[src/rtl/core/ffba_pkg.sv]
// ffba_pkg: field widths, status and command codes for the first-fit block allocator
// no dependencies; imported by ffba_marker_mem and first_fit_block_allocator
package ffba_pkg;

    localparam int ADDR_W     = 16;
    localparam int REQ_W      = 16;
    localparam int STATUS_W   = 2;
    localparam int FREED_W    = 7;
    localparam int FBYTES_W   = 11;
    localparam int MARK_W     = 8;
    localparam int IN_DATA_W  = 32;
    localparam int OUT_DATA_W = 40;
    localparam int OUT_PAD_W  = OUT_DATA_W - STATUS_W - ADDR_W - FREED_W - FBYTES_W;

    typedef logic [STATUS_W-1:0] status_t;
    typedef logic [MARK_W-1:0]   mark_t;

    localparam status_t ST_OK        = 2'd0;
    localparam status_t ST_ZERO_SIZE = 2'd1;
    localparam status_t ST_NO_MEM    = 2'd2;
    localparam status_t ST_BAD_ADDR  = 2'd3;

    localparam logic CMD_ALLOC = 1'b0;
    localparam logic CMD_FREE  = 1'b1;

endpackage

[src/rtl/core/ffba_marker_mem.sv]
// ffba_marker_mem: owner marker memory, one write and one registered read per cycle
// entries never written read as zero through per-entry valid flops; uses ffba_pkg
module ffba_marker_mem #(
    parameter int DEPTH = 64,
    parameter int IDX_W = 6
) (
    input  logic                 clk,
    input  logic                 rst_n,
    input  logic [IDX_W-1:0]     rd_addr,
    output ffba_pkg::mark_t      rd_data,
    input  logic                 wr_en,
    input  logic [IDX_W-1:0]     wr_addr,
    input  ffba_pkg::mark_t      wr_data
);
    import ffba_pkg::*;

    mark_t            mem [DEPTH];
    mark_t            rd_data_reg;
    logic [DEPTH-1:0] vld_reg;
    logic             rd_vld_reg;

    always_ff @(posedge clk)
    begin
        if (wr_en)
        begin
            mem[wr_addr] <= wr_data;
        end
        rd_data_reg <= mem[rd_addr];
    end

    always_ff @(posedge clk or negedge rst_n)
    begin
        if (!rst_n)
        begin
            vld_reg    <= '0;
            rd_vld_reg <= 1'b0;
        end
        else
        begin
            if (wr_en)
            begin
                vld_reg[wr_addr] <= 1'b1;
            end
            rd_vld_reg <= vld_reg[rd_addr];
        end
    end

    assign rd_data = rd_vld_reg ? rd_data_reg : '0;

endmodule

[src/rtl/core/first_fit_block_allocator.sv]
// first_fit_block_allocator: first-fit allocator over NUM_BLOCKS fixed blocks
// depends on ffba_pkg and ffba_marker_mem
//
// Usage:
//   s_axis: one transaction per command; tuser is the command (0 allocate,
//   1 free), tdata carries request_bytes and address.
//   m_axis: one transaction per command with status, granted address,
//   blocks freed and free bytes after the command.
//   cfg_we / cfg_wdata write base_address; write only while the block is idle.
// Timing:
//   one command at a time; s_axis_tready is high only while idle.
//   allocate walks the marker memory one entry per cycle (pipelined reads),
//   then one write per claimed block.
//   free steps the offset down by BLOCK_BYTES once per cycle to find the
//   block, then walks the run, one per block.
//   a zero-size request or an address outside the heap goes straight to output.
// Reset: every block free, base_address 256, output empty.
// Stall: the result waits in the output register; the next command is
//   accepted meanwhile and its result waits until that register drains.
module first_fit_block_allocator #(
    parameter int NUM_BLOCKS  = 64,
    parameter int BLOCK_BYTES = 16
) (
    input  logic                               clk,
    input  logic                               rst_n,
    input  logic                               s_axis_tvalid,
    output logic                               s_axis_tready,
    // request_bytes [15:0], address [31:16]
    input  logic [ffba_pkg::IN_DATA_W-1:0]     s_axis_tdata,
    // cmd [0]
    input  logic                               s_axis_tuser,
    output logic                               m_axis_tvalid,
    input  logic                               m_axis_tready,
    // status [1:0], granted_address [17:2], blocks_freed [24:18], free_bytes [35:25]
    output logic [ffba_pkg::OUT_DATA_W-1:0]    m_axis_tdata,
    input  logic                               cfg_we,
    input  logic [ffba_pkg::ADDR_W-1:0]        cfg_wdata
);
    import ffba_pkg::*;

    localparam int IDX_W  = (NUM_BLOCKS > 1) ? $clog2(NUM_BLOCKS) : 1;
    localparam int CNT_W  = $clog2(NUM_BLOCKS + 1);
    localparam int SPAN   = (NUM_BLOCKS - 1) * BLOCK_BYTES;
    localparam int RUN_W  = ADDR_W + 1;

    localparam logic [2:0] S_IDLE = 3'd0;
    localparam logic [2:0] S_SCAN = 3'd1;
    localparam logic [2:0] S_FILL = 3'd2;
    localparam logic [2:0] S_DIV  = 3'd3;
    localparam logic [2:0] S_WALK = 3'd4;
    localparam logic [2:0] S_OUT  = 3'd5;

    localparam logic [CNT_W-1:0]  NUM_CNT  = CNT_W'(NUM_BLOCKS);
    localparam logic [ADDR_W-1:0] BB_ADDR  = ADDR_W'(BLOCK_BYTES);
    localparam logic [RUN_W-1:0]  BB_RUN   = RUN_W'(BLOCK_BYTES);
    localparam logic [RUN_W-1:0]  SPAN_RUN = RUN_W'(SPAN);

    logic [2:0]            state_reg, state_next;
    logic [ADDR_W-1:0]     base_reg, base_next;
    logic [REQ_W-1:0]      req_reg, req_next;
    logic [ADDR_W-1:0]     off_reg, off_next;
    logic [CNT_W-1:0]      iss_reg, iss_next;
    logic [CNT_W-1:0]      chk_reg, chk_next;
    logic                  pend_reg, pend_next;
    logic [RUN_W-1:0]      run_bytes_reg, run_bytes_next;
    logic [CNT_W-1:0]      start_idx_reg, start_idx_next;
    logic [ADDR_W-1:0]     start_addr_reg, start_addr_next;
    logic [ADDR_W-1:0]     cur_addr_reg, cur_addr_next;
    logic [CNT_W-1:0]      free_cnt_reg, free_cnt_next;
    logic [CNT_W-1:0]      freed_reg, freed_next;
    status_t               res_status_reg, res_status_next;
    logic [ADDR_W-1:0]     res_addr_reg, res_addr_next;
    logic                  out_vld_reg, out_vld_next;
    logic [OUT_DATA_W-1:0] out_data_reg, out_data_next;

    logic                  in_acc;
    logic                  in_cmd;
    logic [REQ_W-1:0]      in_req;
    logic [ADDR_W-1:0]     in_addr;
    logic [RUN_W-1:0]      last_addr;
    logic [RUN_W-1:0]      run_sum;
    logic [IDX_W-1:0]      rd_addr;
    mark_t                 rd_data;
    logic                  wr_en;
    logic [IDX_W-1:0]      wr_addr;
    mark_t                 wr_data;
    mark_t                 chk_mark;
    logic [31:0]           fb_full;
    logic [31:0]           freed_full;

    ffba_marker_mem #(
        .DEPTH (NUM_BLOCKS),
        .IDX_W (IDX_W)
    ) u_mem (
        .clk     (clk),
        .rst_n   (rst_n),
        .rd_addr (rd_addr),
        .rd_data (rd_data),
        .wr_en   (wr_en),
        .wr_addr (wr_addr),
        .wr_data (wr_data)
    );

    assign s_axis_tready = (state_reg == S_IDLE);
    assign in_acc        = s_axis_tvalid && s_axis_tready;
    assign in_cmd        = s_axis_tuser;
    assign in_req        = s_axis_tdata[REQ_W-1:0];
    assign in_addr       = s_axis_tdata[IN_DATA_W-1:REQ_W];
    assign last_addr     = {1'b0, base_reg} + SPAN_RUN;
    assign run_sum       = run_bytes_reg + BB_RUN;
    assign rd_addr       = iss_reg[IDX_W-1:0];
    assign chk_mark      = MARK_W'(start_idx_reg) + MARK_W'(1);
    assign fb_full       = 32'(free_cnt_reg) * 32'(BLOCK_BYTES);
    assign freed_full    = 32'(freed_reg);
    assign m_axis_tvalid = out_vld_reg;
    assign m_axis_tdata  = out_data_reg;

    always_comb
    begin
        state_next      = state_reg;
        base_next       = cfg_we ? cfg_wdata : base_reg;
        req_next        = req_reg;
        off_next        = off_reg;
        iss_next        = iss_reg;
        chk_next        = chk_reg;
        pend_next       = 1'b0;
        run_bytes_next  = run_bytes_reg;
        start_idx_next  = start_idx_reg;
        start_addr_next = start_addr_reg;
        cur_addr_next   = cur_addr_reg;
        free_cnt_next   = free_cnt_reg;
        freed_next      = freed_reg;
        res_status_next = res_status_reg;
        res_addr_next   = res_addr_reg;
        out_vld_next    = out_vld_reg && !m_axis_tready;
        out_data_next   = out_data_reg;
        wr_en           = 1'b0;
        wr_addr         = chk_reg[IDX_W-1:0];
        wr_data         = '0;

        unique case (state_reg)
            S_IDLE:
            begin
                if (in_acc)
                begin
                    freed_next      = '0;
                    res_addr_next   = '0;
                    res_status_next = ST_OK;
                    iss_next        = '0;
                    chk_next        = '0;
                    if (in_cmd == CMD_ALLOC)
                    begin
                        if (in_req == '0)
                        begin
                            res_status_next = ST_ZERO_SIZE;
                            state_next      = S_OUT;
                        end
                        else
                        begin
                            req_next       = in_req;
                            run_bytes_next = '0;
                            cur_addr_next  = base_reg;
                            state_next     = S_SCAN;
                        end
                    end
                    else
                    begin
                        if ((in_addr < base_reg) || ({1'b0, in_addr} > last_addr))
                        begin
                            res_status_next = ST_BAD_ADDR;
                            state_next      = S_OUT;
                        end
                        else
                        begin
                            off_next   = in_addr - base_reg;
                            state_next = S_DIV;
                        end
                    end
                end
            end
            S_SCAN:
            begin
                if (iss_reg < NUM_CNT)
                begin
                    iss_next  = iss_reg + CNT_W'(1);
                    pend_next = 1'b1;
                end
                if (pend_reg)
                begin
                    chk_next      = chk_reg + CNT_W'(1);
                    cur_addr_next = cur_addr_reg + BB_ADDR;
                    if (rd_data == '0)
                    begin
                        if (run_bytes_reg == '0)
                        begin
                            start_idx_next  = chk_reg;
                            start_addr_next = cur_addr_reg;
                        end
                        run_bytes_next = run_sum;
                        if (run_sum >= {1'b0, req_reg})
                        begin
                            chk_next   = (run_bytes_reg == '0) ? chk_reg : start_idx_reg;
                            iss_next   = chk_reg;
                            pend_next  = 1'b0;
                            state_next = S_FILL;
                        end
                    end
                    else
                    begin
                        run_bytes_next = '0;
                    end
                end
                else if (iss_reg == NUM_CNT)
                begin
                    res_status_next = ST_NO_MEM;
                    state_next      = S_OUT;
                end
            end
            S_FILL:
            begin
                wr_en         = 1'b1;
                wr_data       = MARK_W'(start_idx_reg) + MARK_W'(1);
                free_cnt_next = free_cnt_reg - CNT_W'(1);
                chk_next      = chk_reg + CNT_W'(1);
                if (chk_reg == iss_reg)
                begin
                    res_status_next = ST_OK;
                    res_addr_next   = start_addr_reg;
                    state_next      = S_OUT;
                end
            end
            S_DIV:
            begin
                if (off_reg >= BB_ADDR)
                begin
                    off_next = off_reg - BB_ADDR;
                    chk_next = chk_reg + CNT_W'(1);
                end
                else
                begin
                    iss_next       = chk_reg;
                    start_idx_next = chk_reg;
                    state_next     = S_WALK;
                end
            end
            S_WALK:
            begin
                if (iss_reg < NUM_CNT)
                begin
                    iss_next  = iss_reg + CNT_W'(1);
                    pend_next = 1'b1;
                end
                if (pend_reg)
                begin
                    if (rd_data == chk_mark)
                    begin
                        wr_en         = 1'b1;
                        wr_data       = '0;
                        free_cnt_next = free_cnt_reg + CNT_W'(1);
                        freed_next    = freed_reg + CNT_W'(1);
                        chk_next      = chk_reg + CNT_W'(1);
                    end
                    else
                    begin
                        pend_next  = 1'b0;
                        state_next = S_OUT;
                    end
                end
                else if (iss_reg == NUM_CNT)
                begin
                    state_next = S_OUT;
                end
            end
            S_OUT:
            begin
                if (!out_vld_reg || m_axis_tready)
                begin
                    out_vld_next  = 1'b1;
                    out_data_next = {OUT_PAD_W'(0), fb_full[FBYTES_W-1:0],
                                     freed_full[FREED_W-1:0], res_addr_reg,
                                     res_status_reg};
                    state_next    = S_IDLE;
                end
            end
            default:
            begin
                state_next = S_IDLE;
            end
        endcase
    end

    always_ff @(posedge clk or negedge rst_n)
    begin
        if (!rst_n)
        begin
            state_reg    <= S_IDLE;
            base_reg     <= ADDR_W'(256);
            iss_reg      <= '0;
            chk_reg      <= '0;
            pend_reg     <= 1'b0;
            free_cnt_reg <= NUM_CNT;
            out_vld_reg  <= 1'b0;
        end
        else
        begin
            state_reg    <= state_next;
            base_reg     <= base_next;
            iss_reg      <= iss_next;
            chk_reg      <= chk_next;
            pend_reg     <= pend_next;
            free_cnt_reg <= free_cnt_next;
            out_vld_reg  <= out_vld_next;
        end
    end

    always_ff @(posedge clk)
    begin
        req_reg        <= req_next;
        off_reg        <= off_next;
        run_bytes_reg  <= run_bytes_next;
        start_idx_reg  <= start_idx_next;
        start_addr_reg <= start_addr_next;
        cur_addr_reg   <= cur_addr_next;
        freed_reg      <= freed_next;
        res_status_reg <= res_status_next;
        res_addr_reg   <= res_addr_next;
        out_data_reg   <= out_data_next;
    end

endmodule
[config.mk]
export PLATFORM = sky130hd
export DESIGN_NAME = first_fit_block_allocator
export DESIGN_NICKNAME = d
export VERILOG_FILES = /design/src/rtl/core/ffba_pkg.sv /design/src/rtl/core/ffba_marker_mem.sv /design/src/rtl/core/first_fit_block_allocator.sv
export SDC_FILE = /design/constraint.sdc
export NUM_CORES = 1
export LEC_CHECK = 0
export ABC_AREA = 1
export BUFFER_PORTS_ARGS = -buffer_cell sky130_fd_sc_hd__buf_2
export CORE_UTILIZATION = 35
export CTS_CLUSTER_SIZE = 16
export DETAILED_ROUTE_END_ITERATION = 8
export PLACE_DENSITY = 0.51
export REMOVE_ABC_BUFFERS = 1
export SYNTH_ARGS = -nofsm -noshare
export SYNTH_HDL_FRONTEND = slang
export SYNTH_SLANG_ARGS = --single-unit
[constraint.sdc]
create_clock -name clk -period 7.45 [get_ports clk]
set_input_delay 1.49 -clock clk [delete_from_list [all_inputs] [get_ports clk]]
set_output_delay 1.49 -clock clk [all_outputs]
set_load 0.01 [all_outputs]
==> flow_summary.yaml <==
sta:
  maxSlewHeadroom_pct: 15.8
  final.setup.tns_ps: 0
  period_minus_slack_ps: 3940
  clock.fmax_ghz: 0.254
  finalHoldViolCount: 0
  final-setup-viol-count: 0
  finalCritPeriodShare_pct: 52.9
  final_max_slew_viol_count: 0
  rsz0062_at_grt: "no"
  worst_hold_slack_ps: 417
  clock_skew_ps: 31.9
  tightest_slew_ps: 1250
detailed_routing:
  vias_per_cell: 5.15
  first_iter_violations: 1693
  dr.pass1.iters: 6
  drtAntennaViolNets: 0
  wire_per_inst_um: 20.9
  drc: 0
  via_count: 22758
  totalWireLength_um: 92500
floorplan:
  rows: 113
  die_y_um: 313
  initial_core_util_pct: 35.4
  die_area_mm2: 0.0977
  core_mm2: 0.0953
  die_width_um: 313
  ios: 96
synth:
  synth_area_mm2: 0.0338
  yosysWarnings: 0
  synth_seq_cells: 772
  syn_avg_cell_area_um2: 11.1
  ys.flop_type: "edfxtp_1"
  synth_edf_count: 657
  yosysSeqAreaShare_pct: 66.8
  syn_inst: 3043
  async_flop_share_pct: 13.9
  yosysUniqueCellTypes: 56
critical_path:
  critPathKind: "reg -> reg"
  crit_arrival_ps: 4210
  worst_path_most_repeated_cell: "nor2_1"
  cp.required_ps: 7720
  cp_max_fo: 17
  critPathCaptureType: "register"
  critPathSlowestCell: "nor2_1"
  cp-start-kind: "register"
  cpPeakStageDelay_ps: 900
  crit_chain: "ha_1, nand3_1, xor2_1, nor2_1, nor3_1, nand4_1, nor2_2, nand3_4, nand2_4, nand2_2, nor2_1"
layout:
  largest_reg_flops: 512
  n_fill_cell: 9215
  regArea_mm2: 0.0226
  multi_input_area_mm2: 0.00980
  diodes: 0
  design_area_mm2: 0.0382
  fin_cells: 4420
  nNetsFinal: 3204
  synthToLayoutAreaGrowth_pct: 13.2
  drive_above_1_share_pct: 10.3
placed_design:
  postPlaceCellArea_mm2: 0.0355
  port_buffers: 87
  place_congestion: 0.871
  hpwlAfterDp_um: 56100
  dp.cells: 4270
cts:
  htreeDepth: 3
  cts-root-buf: "clkbuf_16"
  cts_hold_buf: 0
  cts_buffers: 81
  cts.sinks: 772
  cts_setup_buffers: 0
  post_cts_resize_count: 0
  cts_tree: "yes"
  cts_buffer_depth: 3
  clkLatencyLatePin_ps: 660
  clk_pin_slew_ps: 60
global_route:
  grt_pass1_wl_um: 139000
  grtUsageTotal_pct: 18.7
  grt_antenna_before_repair: 3
  grt_pass1_vias: 21995
  overflow: 0
  grt_max_degree: 211
flow_run:
  cap_violations: 0
pwr:
  p_per_area_mw_per_mm2: 351
  power.leakage_uw: 0.0141
  peakVddDrop_mv: 0.255
worst_hold_path:
  hp-class: "reg -> reg"
status:
  status: "finished, final reports clean"
[cell usage in the layout, fill, tap and decap left out, types with 83 or more instances in the layout]
master	synthesis	routed
inv_1	208	208
edfxtp_1	657	657
nand3_1	139	139
o21ai_0	384	384
nand2_1	370	370
nor2_1	461	452
a21oi_1	85	84
dfrtp_1	105	102
clkbuf_16	0	83
buf_2	8	86
[Yosys cell counts (all sizes together) (2+ instances only)]
library cell,n,area [um^2]
a211oi,2,15.0
a21oi,86,434
a31oi,12,75.1
a32o,2,20.0
buf,28,169
clkbuf,139,522
clkinv,7,26.3
dfrtp,105,2630
dfstp,2,52.6
dfxtp,8,160
edfxtp,657,19700
fa,2,40.0
ha,60,751
inv,209,785
nand2,381,1470
nand3,141,723
nand3b,2,15.0
nand4,36,225
nor2,466,1760
nor3,34,175
nor3b,2,15.0
nor4,14,93.8
o211ai,11,82.6
o21ai,391,1970
o21bai,8,60.1
o221ai,52,455
o22ai,80,500
o31ai,3,22.5
or2,41,257
xnor2,13,114
xor2,40,350
[power by group]
group          total [uW]  internal [uW]  switching (uW)  leakage (uW)
combinational        3850           1060            2790       0.00521
clock                4090           2340            1760       0.00133
sequential           5470           5170             297       0.00756
[worst max-delay path: cells and delay by family, from the launching register on]
family	cells	cell delay, ps
XOR/XNOR	1	340
adder cells (fa/ha/maj)	1	280
flip-flops	1	480
AND/OR/NAND/NOR	9	2430
[worst paths after layout]
path,start,end,slack (ps),depth (start not counted)
worst max-delay path,start_idx_reg[0],u_mem.mem[3][4],3510,11
worst min-delay path,res_addr_reg[14],m_axis_tdata[16],420,0
worst max register to register,start_idx_reg[0],u_mem.mem[3][4],3510,11
worst min register to register,res_addr_reg[14],m_axis_tdata[16],420,0
max in group asynchronous,rst_n,iss_reg[1],5160,2
min in group asynchronous,rst_n,base_reg[0],810,1
[cell families (layout without fill, tap and decap cells)]
group	after synthesis	after routing	share of synthesized area, %
buffers and inverters	383	488	4.45
adders and majority gates	62	62	2.34
other	1	8	0.0111
xor gates and xnor gates	53	53	1.37
AOI/OAI and AO/OA	652	652	10.9
muxes	1	1	0.0334
DFF	772	772	66.8
and+or+nand+nor	1119	1119	14.1
[layout make-up]
| cell class | instances | share of cell area, % |
|---|---|---|
| well taps | 1265 | 4.14 |
| clock inverters | 45 | 1.24 |
| clock buffers | 105 | 5.81 |
| flip-flops and latches | 772 | 59.1 |
| inverters | 216 | 2.15 |
| repair buffers | 122 | 1.91 |
| multi-input cells | 1895 | 25.7 |
[through the flow]
stage | util [%] | setup slack (ps) | total power (uW)
after floorplan | - | -4060 | 7860
after global placement | 37.3 | 3480 | 9420
after detailed placement | 37.3 | 3440 | 9400
after CTS | 40.1 | 3490 | 13500
after global routing | 40.1 | 3140 | 14100
final | 40.1 | 3510 | 13400
[routing by layer]
layer | global-route usage [%] | vias to the layer above | share of wire, %
li1 | - | 10842 | -
met1 | 26.4 | 11113 | 45
met2 | 29.5 | 664 | 46
met3 | 3.06 | 137 | 6.0
met4 | 5.90 | 2 | 2.5
met5 | 0 | - | 0.014
No activity file was read; power rests on OpenSTA's default activity.
